==> config.mk <==
export PLATFORM = sky130hd
export DESIGN_NAME = tas_controller
export DESIGN_NICKNAME = d
export VERILOG_FILES = /design/src/design/tas_pkg.sv /design/src/design/tas_controller.sv
export SDC_FILE = /design/constraint.sdc
export NUM_CORES = 1
export LEC_CHECK = 0
export BUFFER_PORTS_ARGS = -buffer_cell sky130_fd_sc_hd__buf_2
export CORE_AREA = 2 2 39 41
export CTS_CLUSTER_DIAMETER = 80
export DETAILED_ROUTE_END_ITERATION = 8
export DIE_AREA = 0 0 41 43
export GPL_ROUTABILITY_DRIVEN = 1
export SYNTH_ARGS = -nofsm -noshare
export SYNTH_HDL_FRONTEND = slang
export SYNTH_SLANG_ARGS = --single-unit
==> constraint.sdc <==
create_clock -name i_clk -period 3.6 [get_ports i_clk]
set_clock_uncertainty 0.1 [all_clocks]
set_input_delay 0.72 -clock i_clk [delete_from_list [all_inputs] [get_ports i_clk]]
set_output_delay 0.72 -clock i_clk [all_outputs]
set_load 0.05 [all_outputs]
==> src/design/tas_pkg.sv <==
// Package for the transaction amount sorter: field widths, word types,
// action codes, controller states and the controller/datapath command bundles.
// No dependencies.
`default_nettype none

package tas_pkg;

    localparam int AMT_W  = 40;
    localparam int TIME_W = 32;

    localparam logic ACT_APPEND = 1'b0;
    localparam logic ACT_REPORT = 1'b1;

    typedef struct packed {
        logic                     action;
        logic signed [AMT_W-1:0]  amount;
        logic        [TIME_W-1:0] timestamp;
    } t_in_item;

    typedef struct packed {
        logic        [TIME_W-1:0] timestamp_res;
        logic signed [AMT_W-1:0]  amount_res;
        logic                     last;
    } t_out_item;

    // One stored log or sort entry.
    typedef struct packed {
        logic signed [AMT_W-1:0]  amount;
        logic        [TIME_W-1:0] timestamp;
    } t_entry;

    typedef enum logic [2:0] {
        S_IDLE,
        S_COPY,
        S_POS,
        S_SCAN,
        S_SWAP_A,
        S_SWAP_B,
        S_EMIT_RD,
        S_EMIT_SHOW
    } t_state;

    typedef struct packed {
        logic append;     // write input word at the log tail
        logic idx_clr;    // clear scan index and sort position
        logic copy_step;  // read next log entry into the sort buffer
        logic pos_start;  // read sort[pos], set scan to pos + 1
        logic scan_step;  // read next sort entry for the minimum search
        logic wr_min;     // write the minimum into sort[pos]
        logic wr_posent;  // write the old sort[pos] into sort[pick]
        logic pos_inc;    // advance sort position
        logic scan_clr;   // clear scan index before emitting
        logic emit_rd;    // read sort[scan] for output
        logic emit_inc;   // advance output index
    } t_dp_cmd;

    typedef struct packed {
        logic empty;
        logic copy_done;
        logic scan_done;
        logic sort_done;
        logic swap_need;
        logic emit_last;
    } t_dp_status;

endpackage

`default_nettype wire

==> src/design/tas_controller.sv <==
// Controller of the transaction amount sorter: sequences append, copy,
// selection sort and emit phases. Depends on tas_pkg.
`default_nettype none

module tas_controller (
    input  wire                    i_clk,
    input  wire                    i_rst_n,
    input  wire                    i_in_valid,
    input  wire                    i_in_action,
    output logic                   o_in_ready,
    output logic                   o_out_valid,
    input  wire                    i_out_ready,
    output tas_pkg::t_dp_cmd       o_cmd,
    input  tas_pkg::t_dp_status    i_status
);
    import tas_pkg::*;

    t_state r_state;
    t_state n_state;

    always_ff @(posedge i_clk) begin
        if (!i_rst_n) begin
            r_state <= S_IDLE;
        end else begin
            r_state <= n_state;
        end
    end

    always_comb begin
        n_state     = r_state;
        o_cmd       = '0;
        o_in_ready  = 1'b0;
        o_out_valid = 1'b0;
        unique case (r_state)
            S_IDLE: begin
                o_in_ready = 1'b1;
                if (i_in_valid) begin
                    if (i_in_action == ACT_APPEND) begin
                        o_cmd.append = 1'b1;
                    end else if (!i_status.empty) begin
                        o_cmd.idx_clr = 1'b1;
                        n_state       = S_COPY;
                    end
                end
            end
            S_COPY: begin
                o_cmd.copy_step = 1'b1;
                if (i_status.copy_done) begin
                    n_state = S_POS;
                end
            end
            S_POS: begin
                if (i_status.sort_done) begin
                    o_cmd.scan_clr = 1'b1;
                    n_state        = S_EMIT_RD;
                end else begin
                    o_cmd.pos_start = 1'b1;
                    n_state         = S_SCAN;
                end
            end
            S_SCAN: begin
                o_cmd.scan_step = 1'b1;
                if (i_status.scan_done) begin
                    n_state = S_SWAP_A;
                end
            end
            S_SWAP_A: begin
                if (i_status.swap_need) begin
                    o_cmd.wr_min = 1'b1;
                    n_state      = S_SWAP_B;
                end else begin
                    o_cmd.pos_inc = 1'b1;
                    n_state       = S_POS;
                end
            end
            S_SWAP_B: begin
                o_cmd.wr_posent = 1'b1;
                o_cmd.pos_inc   = 1'b1;
                n_state         = S_POS;
            end
            S_EMIT_RD: begin
                o_cmd.emit_rd = 1'b1;
                n_state       = S_EMIT_SHOW;
            end
            S_EMIT_SHOW: begin
                o_out_valid = 1'b1;
                if (i_out_ready) begin
                    if (i_status.emit_last) begin
                        n_state = S_IDLE;
                    end else begin
                        o_cmd.emit_inc = 1'b1;
                        n_state        = S_EMIT_RD;
                    end
                end
            end
            default: begin
                n_state = S_IDLE;
            end
        endcase
    end

endmodule

`default_nettype wire

==> Word-level counts from Yosys, hierarchy flattened <==
Index checks and enable logic that the tools add are counted.
{ "totals": {"ff_bits": 3, "in_bits": 11, "wordCells": 48} }
{ "op_classes": {"eq_ne": 13, "n_mux": 32, "reduce_logical": 2} }
{ "ops": {"columns": ["op", "count"], "rows": [
  ["$mux W3", 9],
  ["$pmux W3 S8", 1],
  ["$mux W1", 19],
  ["$eq A3 B3 Y1 const B", 4],
  ["$ne A2 B2 Y1 const B", 6],
  ["$eq A3 B2 Y1 const B", 2],
  ["$reduce_and A6 Y1", 1],
  ["$mux W2", 2],
  ["$eq A3 B1 Y1 const B", 1],
  ["$logic_not A3 Y1", 1],
  ["$pmux W1 S2", 1]
]} }

==> Depth between registers and ports, before layout <==
Gate-level depths: netlist of the first run.
{ "logic_depth": {"depth_word": 4, "depth_mapped": 5, "ltp_nobuf": 4} }

==> Least setup slack after synthesis of the first run <==
Ideal clock, no wire load.
{ "synth_timing": {"path_type": "input -> output", "start": "input port i_status[5] in the netlist's numbering", "end": "output port o_cmd[9] in the netlist's numbering", "arrival_ps": 2351, "required_ps": 2780, "slack_ps": 429, "stages": 2, "n_path_buf": 0, "cell_sequence": "nand3b_1 > nor4_1"} }
{ "synth_lines": {"columns": ["item", "line", "source"], "rows": [
  ["start, declared", "tas_controller.sv:14", "input tas_pkg::t_dp_status i_status"],
  ["end, declared", "tas_controller.sv:13", "output tas_pkg::t_dp_cmd o_cmd,"]
]} }

==> results of run 1 <==
## cells in the mapped netlist
| library cell | n |
|---|---|
| a221oi_1 | 1 |
| nor3_2 | 1 |
| o32ai_1 | 1 |
| inv_1 | 3 |
| a21boi_0 | 1 |
| nor3_1 | 3 |
| nand2_1 | 3 |
| nor3b_1 | 4 |
| nand3_1 | 1 |
| buf_2 | 2 |
| nand3b_1 | 1 |
| o311ai_1 | 1 |
| nor4_1 | 1 |
| nand2_2 | 1 |
| nand2b_1 | 2 |
| a211oi_1 | 1 |
| nor2b_1 | 1 |
| and3b_1 | 2 |
| nor4b_2 | 1 |
| a21oi_1 | 1 |
| nor2_1 | 2 |
| dfxtp_1 | 3 |
| nor4bb_1 | 1 |
| a31oi_1 | 1 |
| buf_4 | 3 |
| o21ai_1 | 2 |
| a211oi_2 | 2 |
| nand3_2 | 1 |
## per-layer routing
metal	vias up	routed length [um]
li1	219	-
met1	192	391
met2	13	443
met3	0	79
met4	0	0
met5	-	0
## power by group
| part | switching (uW) | total, uW | leakage, uW | internal (uW) |
|---|---|---|---|---|
| registers | 17.2 | 54.4 | 0.0000245 | 37.2 |
| logic | 54.2 | 80.4 | 0.000194 | 26.2 |
| clock network | 19.4 | 61.1 | 0.0000150 | 41.7 |
## final cells by class
class / instances / area (sq um)
repair buffers: 23 / 115
clock buffers: 4 / 26.3
fillers: 157 / 893
well taps: 16 / 20.0
flip-flops and latches: 3 / 60.1
inverters: 3 / 11.3
multi-input cells: 36 / 258
## path summary, 6_finish.rpt
kind              startpoint    endpoint  slack, ps  depth (start not counted)
setup / recovery  r_state[2]    o_cmd[0]       1120                          3
hold / removal       i_rst_n  r_state[0]        670                          3
setup reg to reg  r_state[2]  r_state[2]       1990                          4
hold reg to reg   r_state[0]  r_state[2]        680                          2
## logic make-up after synthesis
family / after synthesis / share of synthesized area [%]
AND/OR/NAND/NOR: 25 / 47.1
flip-flops: 3 / 16.6
AO/OA/AOI/OAI: 11 / 24.2
buffers and inverters: 8 / 12.1
## per-stage QoR
| step | hold WS, ps | setup WS (ps) |
|---|---|---|
| after floorplan | 517 | 429 |
| after global placement | 669 | 1340 |
| after detailed placement | 671 | 1330 |
| after CTS | 663 | 1110 |
| after global routing | 670 | 929 |
| final | 669 | 1120 |
## worst max-delay path, delay by kind of cell (launching register included)
| kind | cells | cell delay, ps |
|---|---|---|
| AND/OR/NAND/NOR | 2 | 390 |
| flip-flops | 1 | 740 |
| buffers and inverters | 1 | 290 |
==> run_results.csv, run 1 <==
group,metric,value,unit
floorplanning,die_y,43,um
timing,rsz0062_at_grt,"false",
power,ir_worst_vdd,0.000146,V
timing,setup_tns,0,ps
cts,cts_resized,0,
timing,final-setup-viol-count,0,
power,power,196,uW
detailed_routing,drc,0,
final_layout,largest_reg_flops,3,
synthesis,syn_nets,58,
detailed_routing,ant_nets,0,
final_layout,fin_area,490,sq um
timing,slew_headroom,55.2,%
cts,cts-root-buf,"clkbuf_4",
timing,finalHoldViolCount,0,
cts,clkTransAtPathRegs,40,ps
synthesis,synth_largest_area_cell,"dfxtp_1",
run_status,status,"finished, final reports clean",
global_route,grt_overflow,0,
detailed_routing,first_pass_iters,2,
floorplanning,ios,24,
floorplanning,start_util,26.1,%
flow_run,maxCapViolations,0,
global_route,use_met2,18.8,%
detailed_routing,drt_iter0_markers,5,
worst_setup_path,start_kind,"flip-flop",
cts,clkSinkCount,3,
worst_setup_path,critPathMaxStageDelay,740,ps
global_route,antenna_found_initial,0,
global_route,grt_pass1_vias,363,
worst_setup_path,crit_fanout,20,
timing,period_share,68.9,%
placement,place.gp.congestion,0.743,
synthesis,ys_seq_elements,3,
synthesis,post_synth.cell_area_avg,7.69,sq um
global_route,grt_max_degree,21,
floorplanning,die_w,41,um
hold_path,min_path_type,"in2reg",
placement,placed_cell_area,464,sq um
floorplanning,dieArea,1760,sq um
synthesis,ys_seq_area_share,16.6,%
global_route,grt_usage,11.6,%
synthesis,synthDominantCellAreaShare,16.6,%
worst_setup_path,crit_required,2780,ps
final_layout,antenna_cells,0,
cts,numCtsBuffers,3,
final_layout,top_register,"r_state",
worst_setup_path,crit_slowest_cell,"dfxtp_1",
synthesis,synth.area.top_cells,"dfxtp_1, nor3b_1, a211oi_2, buf_4, and3b_1",
global_route,grt_util_met1,14.1,%
final_layout,final_cell_mix,"buf_2, nor3b_1",
power,p_per_area,400,nW/um^2
cts,post_cts_buffers,0,
detailed_routing,wl_per_cell,10.8,um
cts,insertion_delay,240,ps
cts,cts_tree,"yes",
floorplanning,rows,14,
timing,worst_slew_pin_slew,670,ps
final_layout,layout_commonest_cell,"buf_2",
final_layout,fin_cells,85,
final_layout,fin_nets,81,
cts,cts.path.max_buffers,2,
global_route,grt_busiest_layer,"met2",
final_layout,finish.utilization,35.4,%
worst_setup_path,crit_type,"reg2out",
final_layout,areaGrowthSynthToFinish,35.6,%
synthesis,syn-instance-count,47,
global_route,met3_usage,4.71,%
power,leakagePower,0.000233,uW
timing,period_needed,2480,ps
placement,portBuffers,23,
final_layout,drive_above_1_share,46.4,%
timing,fmax,403,MHz
synthesis,synthDistinctLibCells,28,
worst_setup_path,path_cells,"nand3_2 -> nor3b_1 -> buf_2",
floorplanning,fp.coreArea,1380,sq um
worst_setup_path,critPathCaptureType,"output port",
final_layout,top_regs,"r_state (3)",
timing,slew_viol_final,0,
global_route,grt_pass1_wl,1.44,mm
cts,htreeDepth,1,
detailed_routing,via_per_inst,4.99,
synthesis,syn-cell-area,362,sq um
detailed_routing,vias,424,
cts,holdBufCountCts,0,
worst_setup_path,crit_arrival,1660,ps
placement,hpwlAfterDp,667,um
synthesis,ys.warnings.count,0,
placement,place_inst,81,
detailed_routing,drt_wl_total,914,um
Power figures use the tool's default switching activity.
==> inputs of run 2 (changes only) <==
--- a/config.mk
+++ b/config.mk
@@ -5,6 +5,7 @@
 export SDC_FILE = /design/constraint.sdc
 export NUM_CORES = 1
 export LEC_CHECK = 0
+export ABC_AREA = 1
 export BUFFER_PORTS_ARGS = -buffer_cell sky130_fd_sc_hd__buf_2
 export CORE_AREA = 2 2 39 41
 export CTS_CLUSTER_DIAMETER = 80
==> constraint.sdc (replaced) <==
create_clock -name i_clk -period 2.4 [get_ports i_clk]
set_clock_uncertainty 0.1 [all_clocks]
set_input_delay 0.48 -clock i_clk [delete_from_list [all_inputs] [get_ports i_clk]]
set_output_delay 0.48 -clock i_clk [all_outputs]
set_load 0.05 [all_outputs]
==> run_results.csv, run 2 <==
group,metric,value,unit
worst_setup_path,crit_slowest_cell,"dfxtp_1",
final_layout,layout_commonest_cell,"buf_2",
global_route,grt_util_met1,14.1,%
detailed_routing,drt_iter0_markers,6,
global_route,grt_pass1_wl,1.35,mm
cts,insertion_delay,230,ps
synthesis,synthMuxAreaShare,0,%
worst_setup_path,ff2ff_path_depth,7,
final_layout,drive_above_1_share,35.6,%
timing,setup_tns,0,ps
worst_setup_path,crit_required,1820,ps
floorplanning,die_w,41,um
floorplanning,dieArea,1760,sq um
synthesis,ys_top_cells_by_count,"inv_1, nor2_1, nand3_1, nand2_1, dfxtp_1",
timing,rsz0062_at_grt,"false",
synthesis,synth.area.top_cells,"dfxtp_1, nand3_1, inv_1, nor2_1, nand2_1",
run_status,status,"finished, final reports clean",
timing,worst_slew_pin_slew,325,ps
global_route,met3_usage,1.57,%
global_route,antenna_found_initial,0,
detailed_routing,vias,444,
timing,fmax,496,MHz
synthesis,synthDistinctLibCells,17,
hold_path,hold_depth,3,
worst_setup_path,r2r_slack,1080,ps
worst_setup_path,crit_arrival,1430,ps
final_layout,top_register,"r_state",
timing,period_share,83.9,%
timing,final-setup-viol-count,0,
power,power,202,uW
synthesis,synth_top_family_by_area,"simple AND/OR/NAND/NOR gates",
final_layout,final_cell_mix,"buf_2, inv_1, nor2_1",
global_route,grt_usage,11.3,%
final_layout,antenna_cells,0,
detailed_routing,ant_nets,0,
cts,htreeDepth,1,
cts,cts.path.max_buffers,2,
power,p_per_area,418,nW/um^2
global_route,grt_max_degree,9,
timing,fin_hold_ws,400,ps
floorplanning,die_y,43,um
final_layout,largest_reg_flops,3,
placement,hpwlAfterDp,754,um
detailed_routing,wl_per_cell,8.50,um
timing,slew_headroom,78.3,%
power,ir_worst_vdd,0.000266,V
worst_setup_path,critPathMaxStageDelay,500,ps
synthesis,syn-instance-count,62,
cts,post_cts_buffers,0,
synthesis,ys.warnings.count,0,
worst_setup_path,path_cells,"nand3_1 -> nor2_1 -> inv_1 -> nor2_1 -> buf_2",
synthesis,synth-xor-area-share,2.55,%
final_layout,top_regs,"r_state (3)",
global_route,grt_busiest_layer,"met2",
synthesis,syn-cell-area,344,sq um
worst_setup_path,crit_type,"reg2out",
detailed_routing,via_per_inst,4.31,
floorplanning,fp.coreArea,1380,sq um
cts,cts_tree,"yes",
final_layout,areaGrowthSynthToFinish,40.4,%
cts,clkSinkCount,3,
global_route,use_met2,17.8,%
timing,period_needed,2010,ps
synthesis,synth-adder-area-share,0,%
global_route,grt_pass1_vias,365,
placement,place.gp.congestion,0.786,
placement,portBuffers,23,
synthesis,syn_nets,73,
cts,clkTransAtPathRegs,40,ps
synthesis,ys_seq_area_share,17.5,%
floorplanning,rows,14,
hold_path,min_path_type,"in2reg",
detailed_routing,first_pass_iters,4,
synthesis,synthSimpleGateAreaFrac,48.7,%
timing,finalHoldViolCount,0,
global_route,grt_overflow,0,
timing,slew_viol_final,0,
cts,cts-root-buf,"clkbuf_4",
final_layout,fin_nets,99,
detailed_routing,drc,0,
synthesis,synthArstFlopShare,0,%
worst_setup_path,critPathCaptureType,"output port",
synthesis,synthDominantCellAreaShare,17.5,%
cts,holdBufCountCts,0,
floorplanning,ios,24,
synthesis,synth_compound_area_share,8.36,%
worst_setup_path,worst_path_most_repeated_cell,"nor2_1",
synthesis,ys_seq_elements,3,
synthesis,post_synth.cell_area_avg,5.55,sq um
worst_setup_path,start_kind,"flip-flop",
synthesis,synth_flop_cell,"dfxtp_1",
detailed_routing,drt_wl_total,876,um
synthesis,synth-edff-count,0,
cts,cts_resized,0,
final_layout,finish.utilization,34.9,%
cts,numCtsBuffers,3,
synthesis,synth_largest_area_cell,"dfxtp_1",
flow_run,maxCapViolations,0,
power,leakagePower,0.000319,uW
floorplanning,start_util,24.9,%
worst_setup_path,crit_fanout,8,
==> run 2: layout make-up <==
| cell class | instances | area (sq um) |
|---|---|---|
| fill | 164 | 901 |
| multi-input combinational | 42 | 205 |
| tap | 16 | 20.0 |
| clock buffer | 4 | 26.3 |
| sequential | 3 | 60.1 |
| timing repair buffer | 23 | 115 |
| inverter | 15 | 56.3 |
==> run 2: logic make-up (layout without fill, tap and decap cells) <==
kind of cell    after synthesis  in the layout
compound gates                5              5
xor+xnor                      1              1
buf+inv                      17             42
flops                         3              3
simple gates                 36             36
==> run 2: worst paths after layout <==
kind	endpoint	startpoint
setup / recovery	o_cmd[0]	r_state[1]
hold / removal	r_state[1]	i_rst_n
setup reg to reg	r_state[0]	r_state[2]
hold reg to reg	r_state[2]	r_state[2]
==> run 2: where the power goes <==
part	total (uW)	leakage, uW	switching [uW]	internal [uW]
Combinational	56.9	0.000280	38.6	18.4
Sequential	55.6	0.0000243	3.81	51.8
Clock	89.1	0.0000150	26.8	62.3
Total	202	0.000319	69.2	133
==> run 2: routing by layer <==
metal / part of all wire (%) / routed length, um
met5: 0 / 0
met2: 49 / 426
met4: 1.7 / 15
met1: 42 / 368
met3: 7.5 / 66
==> run 2: worst max-delay path: cells and delay by family (launching register included) <==
family	cells	cell delay [ps]
buffers and inverters	2	330
DFF	1	500
and+or+nand+nor	3	360
==> run 2: stage by stage <==
step	setup slack [ps]	cell area (sq um)	cells
after floorplan	12.4	344	62
after global placement	675	457	99
after global routing	255	483	103
after detailed placement	618	457	99
final	385	483	103
after CTS	366	483	103
==> inputs of run 3 (changes only) <==
==> constraint.sdc (replaced) <==
create_clock -name i_clk -period 1.8 [get_ports i_clk]
set_clock_uncertainty 0.1 [all_clocks]
set_input_delay 0.36 -clock i_clk [delete_from_list [all_inputs] [get_ports i_clk]]
set_output_delay 0.36 -clock i_clk [all_outputs]
set_load 0.05 [all_outputs]
==> run_results.csv, run 3 (synthesis results as in run 2) <==
group,metric,value,unit
placement,portBuffers,23,
power,pwr-share-seq,26.8,%
final_layout,antenna_cells,0,
detailed_routing,wl_met2,452,um
power,switching_share,34.9,%
cts,cts_tree,"yes",
detailed_routing,ant_nets,0,
global_route,grt_overflow,0,
final_layout,layout_commonest_cell,"buf_2",
detailed_routing,drt_iter0_markers,6,
final_layout,fin_area,514,sq um
power,p_int,179,uW
cts,cts.path.max_buffers,2,
floorplanning,fp.coreArea,1380,sq um
timing,setup_tns,0,ps
timing,finalHoldViolCount,0,
cts,post_cts_buffers,0,
worst_setup_path,crit_fanout,8,
final_layout,areaGrowthSynthToFinish,49.5,%
final_layout,top_register,"r_state",
timing,period_share,95.1,%
placement,place.gp.congestion,0.805,
detailed_routing,first_pass_iters,4,
worst_setup_path,start_kind,"flip-flop",
power,switching_power,95.7,uW
detailed_routing,via_per_inst,4.52,
timing,period_needed,1710,ps
cts,clkTransAtPathRegs,40,ps
worst_setup_path,crit_required,1340,ps
final_layout,largest_reg_flops,3,
timing,slew_headroom,83.5,%
global_route,grt_pass1_wl,1.44,mm
placement,place_inst,99,
timing,slew_viol_final,0,
global_route,grt_max_degree,9,
power,ir_worst_vdd,0.000274,V
power,leakagePower,0.000324,uW
hold_path,min_path_type,"in2reg",
global_route,antenna_found_initial,0,
worst_setup_path,crit_type,"reg2out",
cts,numCtsBuffers,3,
detailed_routing,drt_wl_total,900,um
floorplanning,die_y,43,um
global_route,grt_usage,11.5,%
worst_setup_path,critPathCaptureType,"output port",
run_status,status,"finished, final reports clean",
placement,hpwlAfterDp,760,um
timing,fin_hold_ws,276,ps
timing,final-setup-viol-count,0,
detailed_routing,wl_met3,85,um
timing,fmax,584,MHz
floorplanning,rows,14,
final_layout,top_regs,"r_state (3)",
cts,insertion_delay,240,ps
detailed_routing,wl_per_cell,8.74,um
power,power_frac_comb,29.3,%
global_route,grt_pass1_vias,388,
timing,worst_slew_pin_slew,249,ps
worst_setup_path,crit_arrival,1250,ps
cts,clkSinkCount,3,
cts,cts-root-buf,"clkbuf_4",
final_layout,drive_above_1_share,43.7,%
floorplanning,start_util,24.9,%
cts,htreeDepth,1,
final_layout,final_cell_mix,"buf_2, inv_1, nor2_1",
detailed_routing,top_layer,"met4",
flow_run,maxCapViolations,0,
power,p_per_area,534,nW/um^2
floorplanning,ios,24,
floorplanning,dieArea,1760,sq um
placement,placed_cell_area,468,sq um
detailed_routing,met1_length,354,um
floorplanning,die_w,41,um
detailed_routing,vias,466,
detailed_routing,drc,0,
final_layout,fin_cells,103,
final_layout,finish.utilization,37.2,%
power,clkPwrFrac,44.0,%
final_layout,fin_nets,99,
-- run 3: changes by cell type in the layout (fill, tap and decap cells not counted), sizes merged --
cell	previous run	this run
buf	23	21
clkbuf	4	6
-- run 3: final timing paths --
check / from / end / slack (ps) / depth (start not counted)
worst min register to register: r_state[0] / r_state[2] / 490 / 2
worst max-delay path: r_state[1] / o_cmd[3] / 90 / 4
worst max register to register: r_state[2] / r_state[0] / 530 / 7
worst min-delay path: i_rst_n / r_state[2] / 280 / 3
-- run 3: layout make-up --
cell class	count	area, sq um
fill	162	870
multi-input combinational	42	219
timing repair buffer	23	126
sequential	3	66.3
inverter	15	56.3
clock buffer	4	26.3
tap	16	20.0
-- run 3: per-layer routing --
metal / track usage, % / up-vias
li1: - / 240
met1: 15.1 / 202
met2: 17.5 / 22
met3: 1.57 / 2
met4: 6.00 / 0
met5: 0 / -
-- run 3: what timing repair did --
item	4_1_cts	5_1_grt
resized for setup	3	7
setup endpoints to repair	6	5
hold buffers	0	0
gates cloned	0	0
-- run 3: power by group through the flow --
stage	logic, uW	registers (uW)	clock network, uW
3_3_place_gp	77.0	75.1	0
3_5_place_dp	77.4	75.3	0
4_1_cts	77.9	74.7	125
6_report	80.4	73.6	121
5_1_grt	89.5	74.1	127
2_1_floorplan	57.6	73.6	0
-- run 3: critical path: stages (launching register included) --
cell and delay, ps:
dfxtp_4 370, nor2_4 160, nand3_1 140, o21ai_2 80, buf_2 260
-- run 3: per-stage QoR --
step / setup slack (ps) / total power [uW]
floorplan: 16.4 / 131
finish: 88.5 / 275
detailed placement: 152 / 153
global placement: 193 / 152
CTS: 0.177 / 277
global route: -6.97 / 291
